<file path="src/rtl/psis_pkg.sv">
// Shared types and constants for the partial-sum index sequence generator.
package psis_pkg;

   localparam int GROUP_SIZE_DEF = 4;
   localparam int MAX_DIM        = 64;

   localparam int SIZE_W  = 7;
   localparam int BASE_W  = 10;
   localparam int CSR_W   = 10;
   localparam int CIDX_W  = 3;
   localparam int FIDX_W  = 11;
   localparam int CHIDX_W = 13;
   localparam int ROW_W   = 6;
   localparam int COL_W   = 6;
   localparam int CYC_W   = 32;

   typedef enum logic [CIDX_W-1:0] {
      REG_COLS         = 3'd0,
      REG_ROWS         = 3'd1,
      REG_FILTERS      = 3'd2,
      REG_CHANS        = 3'd3,
      REG_TILES        = 3'd4,
      REG_FILTER_BASE  = 3'd5,
      REG_CHANNEL_BASE = 3'd6
   } csr_index_type;

   typedef struct packed {
      logic [SIZE_W-1:0] cols;
      logic [SIZE_W-1:0] rows;
      logic [SIZE_W-1:0] filters;
      logic [SIZE_W-1:0] chans_per_tile;
      logic [SIZE_W-1:0] tiles;
      logic [BASE_W-1:0] filter_base;
      logic [BASE_W-1:0] channel_base;
   } cfg_type;

   typedef struct packed {
      logic [FIDX_W-1:0]  filter_index;
      logic [CHIDX_W-1:0] channel_idx;
      logic [ROW_W-1:0]   row_idx;
      logic [COL_W-1:0]   col_idx;
      logic [CYC_W-1:0]   cycle_number;
      logic               last_of_pass;
   } tuple_type;

endpackage

</file>
<file path="src/rtl/psis_cfg.sv">
// Configuration register file for the index sequence generator.
module psis_cfg
   import psis_pkg::*;
(
   input  logic              clock,
   input  logic              reset,
   input  logic              csr_we,
   input  logic [CIDX_W-1:0] csr_index,
   input  logic [CSR_W-1:0]  csr_wdata,
   output cfg_type           cfg
);

   cfg_type cfg_ff;
   cfg_type cfg_in;

   always_comb begin
      cfg_in = cfg_ff;
      if (csr_we) begin
         case (csr_index)
            REG_COLS:         cfg_in.cols           = csr_wdata[SIZE_W-1:0];
            REG_ROWS:         cfg_in.rows           = csr_wdata[SIZE_W-1:0];
            REG_FILTERS:      cfg_in.filters        = csr_wdata[SIZE_W-1:0];
            REG_CHANS:        cfg_in.chans_per_tile = csr_wdata[SIZE_W-1:0];
            REG_TILES:        cfg_in.tiles          = csr_wdata[SIZE_W-1:0];
            REG_FILTER_BASE:  cfg_in.filter_base    = csr_wdata[BASE_W-1:0];
            REG_CHANNEL_BASE: cfg_in.channel_base   = csr_wdata[BASE_W-1:0];
            default:          cfg_in = cfg_ff;
         endcase
      end
   end

   always_ff @(posedge clock) begin
      if (reset) begin
         cfg_ff.cols           <= SIZE_W'(1);
         cfg_ff.rows           <= SIZE_W'(1);
         cfg_ff.filters        <= SIZE_W'(1);
         cfg_ff.chans_per_tile <= SIZE_W'(1);
         cfg_ff.tiles          <= SIZE_W'(1);
         cfg_ff.filter_base    <= '0;
         cfg_ff.channel_base   <= '0;
      end else begin
         cfg_ff <= cfg_in;
      end
   end

   assign cfg = cfg_ff;

endmodule

</file>
<file path="src/rtl/psis_core.sv">
// Loop counters, committed position and tuple formation for one step.
module psis_core
   import psis_pkg::*;
#(
   parameter int GROUP_SIZE = GROUP_SIZE_DEF
)
(
   input  logic      clock,
   input  logic      reset,
   input  logic      step,
   input  logic      start,
   input  cfg_type   cfg,
   output logic      emit,
   output tuple_type tuple
);

   localparam int PW    = $clog2(MAX_DIM);
   localparam int EW    = $clog2(MAX_DIM + 1);
   localparam int CMP_W = (EW > SIZE_W) ? EW : SIZE_W;
   localparam int GW    = (GROUP_SIZE > 1) ? $clog2(GROUP_SIZE) : 1;
   localparam int FS_W  = BASE_W + PW + 1;
   localparam int CS_W  = BASE_W + PW + CMP_W + 1;

   // Last legal value of a dimension: zero acts as one, oversize clamps.
   function automatic logic [CMP_W-1:0] last_of(input logic [SIZE_W-1:0] v);
      logic [CMP_W-1:0] w;
      w = CMP_W'(v);
      if (v == '0) return '0;
      else if (w > CMP_W'(MAX_DIM)) return CMP_W'(MAX_DIM - 1);
      else return w - CMP_W'(1);
   endfunction

   function automatic logic at_end(input logic [PW-1:0] p, input logic [CMP_W-1:0] l);
      return CMP_W'(p) >= l;
   endfunction

   logic [PW-1:0] cf_ff, cc_ff, ccol_ff, wf_ff, wc_ff, wcol_ff, row_ff, tile_ff;
   logic [PW-1:0] cf_in, cc_in, ccol_in, wf_in, wc_in, wcol_in, row_in, tile_in;
   logic [GW-1:0]    grp_ff, grp_in;
   logic [CYC_W-1:0] cnt_ff, cnt_in;
   logic             act_ff, act_in;

   logic [CMP_W-1:0] l_col, l_row, l_fil, l_chn, l_til, eff_chn;
   logic [PW-1:0]    cur_f, cur_c, cur_col, cur_row, cur_tile;
   logic [PW-1:0]    nf, nc, ncol;
   logic [GW-1:0]    cur_grp;
   logic             active_now, last;
   logic [FS_W-1:0]  fsum;
   logic [CS_W-1:0]  csum;

   always_comb begin
      l_col   = last_of(cfg.cols);
      l_row   = last_of(cfg.rows);
      l_fil   = last_of(cfg.filters);
      l_chn   = last_of(cfg.chans_per_tile);
      l_til   = last_of(cfg.tiles);
      eff_chn = l_chn + CMP_W'(1);

      // A start clears the position, row, tile and group before the first tuple is formed; the cycle count is kept.
      cur_f    = start ? '0 : wf_ff;
      cur_c    = start ? '0 : wc_ff;
      cur_col  = start ? '0 : wcol_ff;
      cur_row  = start ? '0 : row_ff;
      cur_tile = start ? '0 : tile_ff;
      cur_grp  = start ? '0 : grp_ff;
      active_now = start ? !(l_fil == '0 && l_chn == '0 && l_col == '0) : act_ff;

      // Advance working position: channel fastest, then column, then filter.
      nf = cur_f; nc = cur_c; ncol = cur_col;
      if (at_end(cur_c, l_chn)) begin
         nc = '0;
         if (at_end(cur_col, l_col)) begin
            ncol = '0;
            if (at_end(cur_f, l_fil)) begin
               nc   = PW'(l_chn);
               ncol = PW'(l_col);
               nf   = PW'(l_fil);
            end else begin
               nf = cur_f + PW'(1);
            end
         end else begin
            ncol = cur_col + PW'(1);
         end
      end else begin
         nc = cur_c + PW'(1);
      end

      cf_in   = start ? '0 : cf_ff;
      cc_in   = start ? '0 : cc_ff;
      ccol_in = start ? '0 : ccol_ff;
      wf_in   = cur_f;
      wc_in   = cur_c;
      wcol_in = cur_col;
      row_in  = cur_row;
      tile_in = cur_tile;
      grp_in  = cur_grp;
      act_in  = active_now;
      cnt_in  = cnt_ff;
      last    = 1'b0;

      if (active_now) begin
         cnt_in  = cnt_ff + CYC_W'(1);
         wf_in   = nf;
         wc_in   = nc;
         wcol_in = ncol;
         if (cur_grp >= GW'(GROUP_SIZE - 1)) begin
            grp_in = '0;
            if (CMP_W'(cur_tile) >= l_til) begin
               tile_in = '0;
               if (CMP_W'(cur_row) >= l_row) begin
                  // All rows and tiles done: commit the advanced position.
                  row_in  = '0;
                  cf_in   = nf;
                  cc_in   = nc;
                  ccol_in = ncol;
                  if (at_end(nf, l_fil) && at_end(nc, l_chn) && at_end(ncol, l_col)) begin
                     act_in = 1'b0;
                     last   = 1'b1;
                  end
               end else begin
                  row_in = cur_row + PW'(1);
               end
            end else begin
               tile_in = cur_tile + PW'(1);
            end
            wf_in   = cf_in;
            wc_in   = cc_in;
            wcol_in = ccol_in;
         end else begin
            grp_in = cur_grp + GW'(1);
         end
      end

      fsum = FS_W'(cfg.filter_base) + FS_W'(cur_f);
      csum = CS_W'(cfg.channel_base) + CS_W'(cur_c) + CS_W'(cur_tile) * CS_W'(eff_chn);

      emit               = active_now;
      tuple.filter_index = fsum[FIDX_W-1:0];
      tuple.channel_idx  = csum[CHIDX_W-1:0];
      tuple.row_idx      = ROW_W'(cur_row);
      tuple.col_idx      = COL_W'(cur_col);
      tuple.cycle_number = cnt_ff;
      tuple.last_of_pass = last;
   end

   always_ff @(posedge clock) begin
      if (reset) begin
         cf_ff   <= '0;
         cc_ff   <= '0;
         ccol_ff <= '0;
         wf_ff   <= '0;
         wc_ff   <= '0;
         wcol_ff <= '0;
         row_ff  <= '0;
         tile_ff <= '0;
         grp_ff  <= '0;
         cnt_ff  <= CYC_W'(1);
         act_ff  <= 1'b0;
      end else if (step) begin
         cf_ff   <= cf_in;
         cc_ff   <= cc_in;
         ccol_ff <= ccol_in;
         wf_ff   <= wf_in;
         wc_ff   <= wc_in;
         wcol_ff <= wcol_in;
         row_ff  <= row_in;
         tile_ff <= tile_in;
         grp_ff  <= grp_in;
         cnt_ff  <= cnt_in;
         act_ff  <= act_in;
      end
   end

endmodule

</file>
<file path="src/rtl/psum_index_sequence_generator.sv">
// Top level: request register, sequencer core and result register.
// The request register feeds the core, whose tuple the result register captures.
// One request per cycle unless stalled; loop counters update in a single step.
// A request produces no result when no pass is active after its start bit applies.
// Reset (synchronous, active high) clears the pass, counters and both stage
// valids; sizes return to 1, bases to 0 and the cycle number to 1.
module psum_index_sequence_generator
   import psis_pkg::*;
#(
   parameter int GROUP_SIZE = GROUP_SIZE_DEF
)
(
   input  logic               clock,
   input  logic               reset,
   input  logic               req_valid,
   output logic               req_stall,
   input  logic               req_start_pass,
   output logic               rsp_valid,
   input  logic               rsp_stall,
   output logic [FIDX_W-1:0]  rsp_filter_index,
   output logic [CHIDX_W-1:0] rsp_channel_idx,
   output logic [ROW_W-1:0]   rsp_row_idx,
   output logic [COL_W-1:0]   rsp_col_idx,
   output logic [CYC_W-1:0]   rsp_cycle_number,
   output logic               rsp_last_of_pass,
   input  logic               csr_we,
   input  logic [CIDX_W-1:0]  csr_index,
   input  logic [CSR_W-1:0]   csr_wdata
);

   cfg_type   cfg;
   tuple_type tuple;
   tuple_type rsp_ff;
   logic      emit;

   logic req_valid_ff, req_start_ff;
   logic rsp_valid_ff, rsp_valid_in;
   logic out_open;
   logic step;

   psis_cfg u_cfg (
      .clock     (clock),
      .reset     (reset),
      .csr_we    (csr_we),
      .csr_index (csr_index),
      .csr_wdata (csr_wdata),
      .cfg       (cfg)
   );

   // The result register can take a new tuple when empty or being drained.
   assign out_open  = !rsp_valid_ff || !rsp_stall;
   // Advance the held request into the core only when its result has a home.
   assign step      = req_valid_ff && out_open;
   // Hold the request register while its occupant is blocked.
   assign req_stall = req_valid_ff && !out_open;

   psis_core #(
      .GROUP_SIZE (GROUP_SIZE)
   ) u_core (
      .clock (clock),
      .reset (reset),
      .step  (step),
      .start (req_start_ff),
      .cfg   (cfg),
      .emit  (emit),
      .tuple (tuple)
   );

   assign rsp_valid_in = step && emit;

   // Request register.
   always_ff @(posedge clock) begin
      if (reset) begin
         req_valid_ff <= 1'b0;
      end else if (!req_stall) begin
         req_valid_ff <= req_valid;
      end
   end

   always_ff @(posedge clock) begin
      if (!req_stall) begin
         req_start_ff <= req_start_pass;
      end
   end

   // Result register: drop the old tuple once taken, load the new one.
   always_ff @(posedge clock) begin
      if (reset) begin
         rsp_valid_ff <= 1'b0;
      end else if (out_open) begin
         rsp_valid_ff <= rsp_valid_in;
      end
   end

   always_ff @(posedge clock) begin
      if (out_open) begin
         rsp_ff <= tuple;
      end
   end

   assign rsp_valid        = rsp_valid_ff;
   assign rsp_filter_index = rsp_ff.filter_index;
   assign rsp_channel_idx  = rsp_ff.channel_idx;
   assign rsp_row_idx      = rsp_ff.row_idx;
   assign rsp_col_idx      = rsp_ff.col_idx;
   assign rsp_cycle_number = rsp_ff.cycle_number;
   assign rsp_last_of_pass = rsp_ff.last_of_pass;

endmodule
</file>
<file path="config.mk">
export PLATFORM = sky130hd
export DESIGN_NAME = psum_index_sequence_generator
export DESIGN_NICKNAME = d
export VERILOG_FILES = /design/src/rtl/psis_pkg.sv /design/src/rtl/psis_cfg.sv /design/src/rtl/psis_core.sv /design/src/rtl/psum_index_sequence_generator.sv
export SDC_FILE = /design/constraint.sdc
export NUM_CORES = 1
export LEC_CHECK = 0
export CAP_MARGIN = 20
export CORE_MARGIN = 5
export CORE_UTILIZATION = 45
export CTS_CLUSTER_SIZE = 20
export DETAILED_ROUTE_END_ITERATION = 16
export DONT_BUFFER_PORTS = 1
export SETUP_SLACK_MARGIN = 0.15
export SLEW_MARGIN = 15
export SYNTH_ARGS = -nofsm -noshare
export SYNTH_HDL_FRONTEND = slang
export SYNTH_SLANG_ARGS = --single-unit
</file>
<file path="constraint.sdc">
create_clock -name clock -period 6.05 [get_ports clock]
set_input_delay 0 -clock clock [delete_from_list [all_inputs] [get_ports clock]]
set_output_delay 0 -clock clock [all_outputs]
set_load 0.02 [all_outputs]
</file>
==> metrics.yaml <==
pwr:
  powerDensity_nw_per_um2: 236
  intPower_mw: 2.52
  switchingPower_mw: 1.02
  leakage_nw: 6.16
  clkPwrFrac: 0.404
  sw_frac_of_total: 0.289
  p_seq_frac: 0.438
  comb_power_share: 0.158
  total_power_mw: 3.54
  peakVddDrop_uv: 210
yosys:
  ys_seq_elements: 210
  yosys_warnings: 0
  synth_cells: 1492
  synth_cell_types: 84
  synth-async-reset-ratio: 0
  synth.net_count: 1645
  synth_edf_count: 70
  syn_area_per_cell_um2: 8.85
  synth_flop_cell: "dfxtp_1"
  synth-seq-area-share: 0.371
  syn-cell-area_um2: 13200
detailed_routing:
  via_per_inst: 5.64
  drt-initial-drc-count: 796
  final_antenna_net_count: 0
  drt_first_pass_iters: 5
  wl_um: 36000
  drc: 0
  vias: 11000
  wire_per_inst_um: 18.5
setup_path:
  crit_arrival_ps: 5990
  endpoint_kind: "flip-flop"
  crit_type: "flip-flop to flip-flop"
  start_kind: "flip-flop"
  crit_fanout: 6
  crit_required_ps: 6350
finish:
  finalInstanceArea_um2: 15000
  multiInputGateArea_um2: 7820
  most-common-layout-cells: "nand2_1, dfxtp_1, nor2_1"
  drive_gt1_frac: 0.0794
  fillers: 2742
  finish.net_count: 1696
  layout_commonest_cell: "nand2_1"
  ff_latch_area_um2: 4910
  post-route-util: 0.521
  area_growth_pct: 13.8
die:
  num_io_pins: 90
  start_util: 0.458
  fp-row-count: 62
  dieHeight_um: 181
  die_w_um: 181
  die_area_um2: 32900
  core_um2: 28900
timing:
  final_max_slew_viol_count: 0
  rsz0062_at_grt: "true"
  layout_min_cycle_time_ps: 5690
  slew_headroom: 0.278
  fin_worst_skew_ps: 16.8
  fin_setup_tns_ps: 0
  hold_viol: 0
  fin_crit_sh: 0.940
  fmax_ghz: 0.176
  worst_slack_ps: 363
  setup_viol: 0
  worst_pin_slew_ps: 1080
global_routing:
  grtUsageMet1: 0.293
  grt_pass1_vias: 10500
  grt_pass1_wl_um: 57500
  grt_use_met2: 0.344
  grt_overflow: 0
  grt_max_degree: 112
  grt_busiest_layer: "met2"
  grtUsageTotal: 0.213
  antenna_found_initial: 1
  use_met3: 0.0370
place:
  post-place-ws_ps: 42.9
  hpwl_um: 25700
  io_buffers: 0
  gp_congestion: 0.884
  place_area_um2: 13800
min_path:
  hold_path.class: "primary input to flip-flop"
clock_tree:
  root_buffer: "clkbuf_16"
  clk_path_buf_depth: 3
  clk_pin_slew_ps: 60
  clkLatencyLatePin_ps: 550
  cts_htree_levels: 1
  numCtsBuffers: 25
  cts_tree: "yes"
  cts_sinks: 210
job:
  maxCapViolations: 0
outcome:
  status: "finished clean"
## final cells by class
type | count | share of cell area
diodes | 1 | 0.000167
clock buffers | 31 | 0.0459
clock inverters | 15 | 0.00608
inverters | 93 | 0.0232
multi-input cells | 1135 | 0.520
flip-flops and latches | 210 | 0.327
well taps | 384 | 0.0320
repair buffers | 78 | 0.0456
## repair_timing
item | 4_1_cts | 5_1_grt
hold buffers | 29 | 0
setup endpoints to repair | 1 | 7
setup buffers | 1 | 3
hold endpoints to repair | 141 | 0
gates resized for setup | 5 | 18
pin swaps | 1 | 7
## cells in the mapped netlist, drive strengths merged, types with 5 or more instances
cell type	count	area, um^2
buf	12	60.1
and2	13	81.3
xor2	33	289
nand3	28	140
edfxtp	70	2100
nor4	5	37.5
clkbuf	42	158
a21o	16	120
a211oi	8	60.1
o22ai	5	31.3
nand4	17	106
or3	17	106
a21oi	117	586
a22o	10	87.6
mux2i	18	180
o32ai	5	43.8
o21a	13	97.6
o31ai	10	80.1
fa	31	621
dfxtp	140	2800
nor2b	31	194
nand2b	29	181
nand2	176	663
o21ai	75	375
nand3b	14	105
nor2	135	509
o21bai	9	67.6
and3	14	87.6
inv	93	349
a22oi	9	67.6
or4	8	63.8
nor3b	11	87.6
ha	103	1290
xnor2	39	342
o211ai	16	120
a221oi	9	85.1
a31oi	8	50.1
nor3	40	200
## per-layer routing
metal  vias to the layer above  share of wire
met1                      5204           0.46
met2                       288           0.46
met5                         -              0
met3                        66          0.058
li1                       5415              -
met4                         0          0.029
## path summary, 6_finish.rpt
kind	start	endpoint	slack [ps]	depth (start not counted)
hold / removal	csr_index[0]	u_cfg.cfg[34]	20	4
hold reg to reg	u_core.cc_ff[0]	u_core.cc_ff[0]	450	2
setup / recovery	u_cfg.cfg[27]	rsp_channel_idx[11]	360	23
setup reg to reg	u_cfg.cfg[27]	rsp_channel_idx[11]	360	23
## state kept, by name (all words and copies together), names as in the netlist, 2 cells and up
name	cells
rsp_channel_idx	13
u_core.cf_ff	6
u_core.cnt_ff	32
u_core.wf_ff	6
u_core.wc_ff	6
u_core.wcol_ff	6
u_core.ccol_ff	6
rsp_filter_index	11
u_cfg.cfg	55
u_core.tile_ff	6
u_core.grp_ff	2
u_core.cc_ff	6
rsp_row_idx	6
rsp_col_idx	6
u_core.row_ff	6
rsp_cycle_number	32
## kinds of logic after synthesis
family | Yosys count | share of synthesized area
XOR/XNOR | 72 | 0.0478
adder cells (fa/ha/maj) | 138 | 0.148
AND/OR/NAND/NOR | 553 | 0.205
AO/OA/AOI/OAI | 352 | 0.170
buffers and inverters | 147 | 0.0429
flip-flops | 210 | 0.371
multiplexers | 20 | 0.0153
## critical path, stage by stage (launching register included)
cell	delay [ps]
dfxtp_2	330
inv_1	120
ha_2	240
nor3b_2	220
mux2i_2	290
buf_4	150
nand2_1	110
buf_4	190
nor3_1	220
xnor2_1	190
nor2_1	90
fa_1	530
fa_1	450
fa_1	540
inv_1	50
fa_1	520
inv_1	40
ha_1	330
a21oi_2	190
o21bai_1	100
a21oi_2	170
o21bai_1	70
a21oi_1	190
xnor2_1	80
## power by group through the flow
stage / sequential (mW) / clock, mW / combinational [mW]
2_1_floorplan: 1.57 / 0 / 0.356
3_5_place_dp: 1.58 / 0 / 0.503
5_1_grt: 1.56 / 1.52 / 0.616
4_1_cts: 1.55 / 1.46 / 0.549
6_report: 1.55 / 1.43 / 0.559
3_3_place_gp: 1.58 / 0 / 0.497
## per-stage QoR
step,hold slack [ps],cells
global route,80.4,1947
floorplan,98.9,1492
global placement,82.5,1866
detailed placement,91.6,1866
finish,22.3,1947
CTS,10.8,1942
No activity file was read; power rests on OpenSTA's default activity.
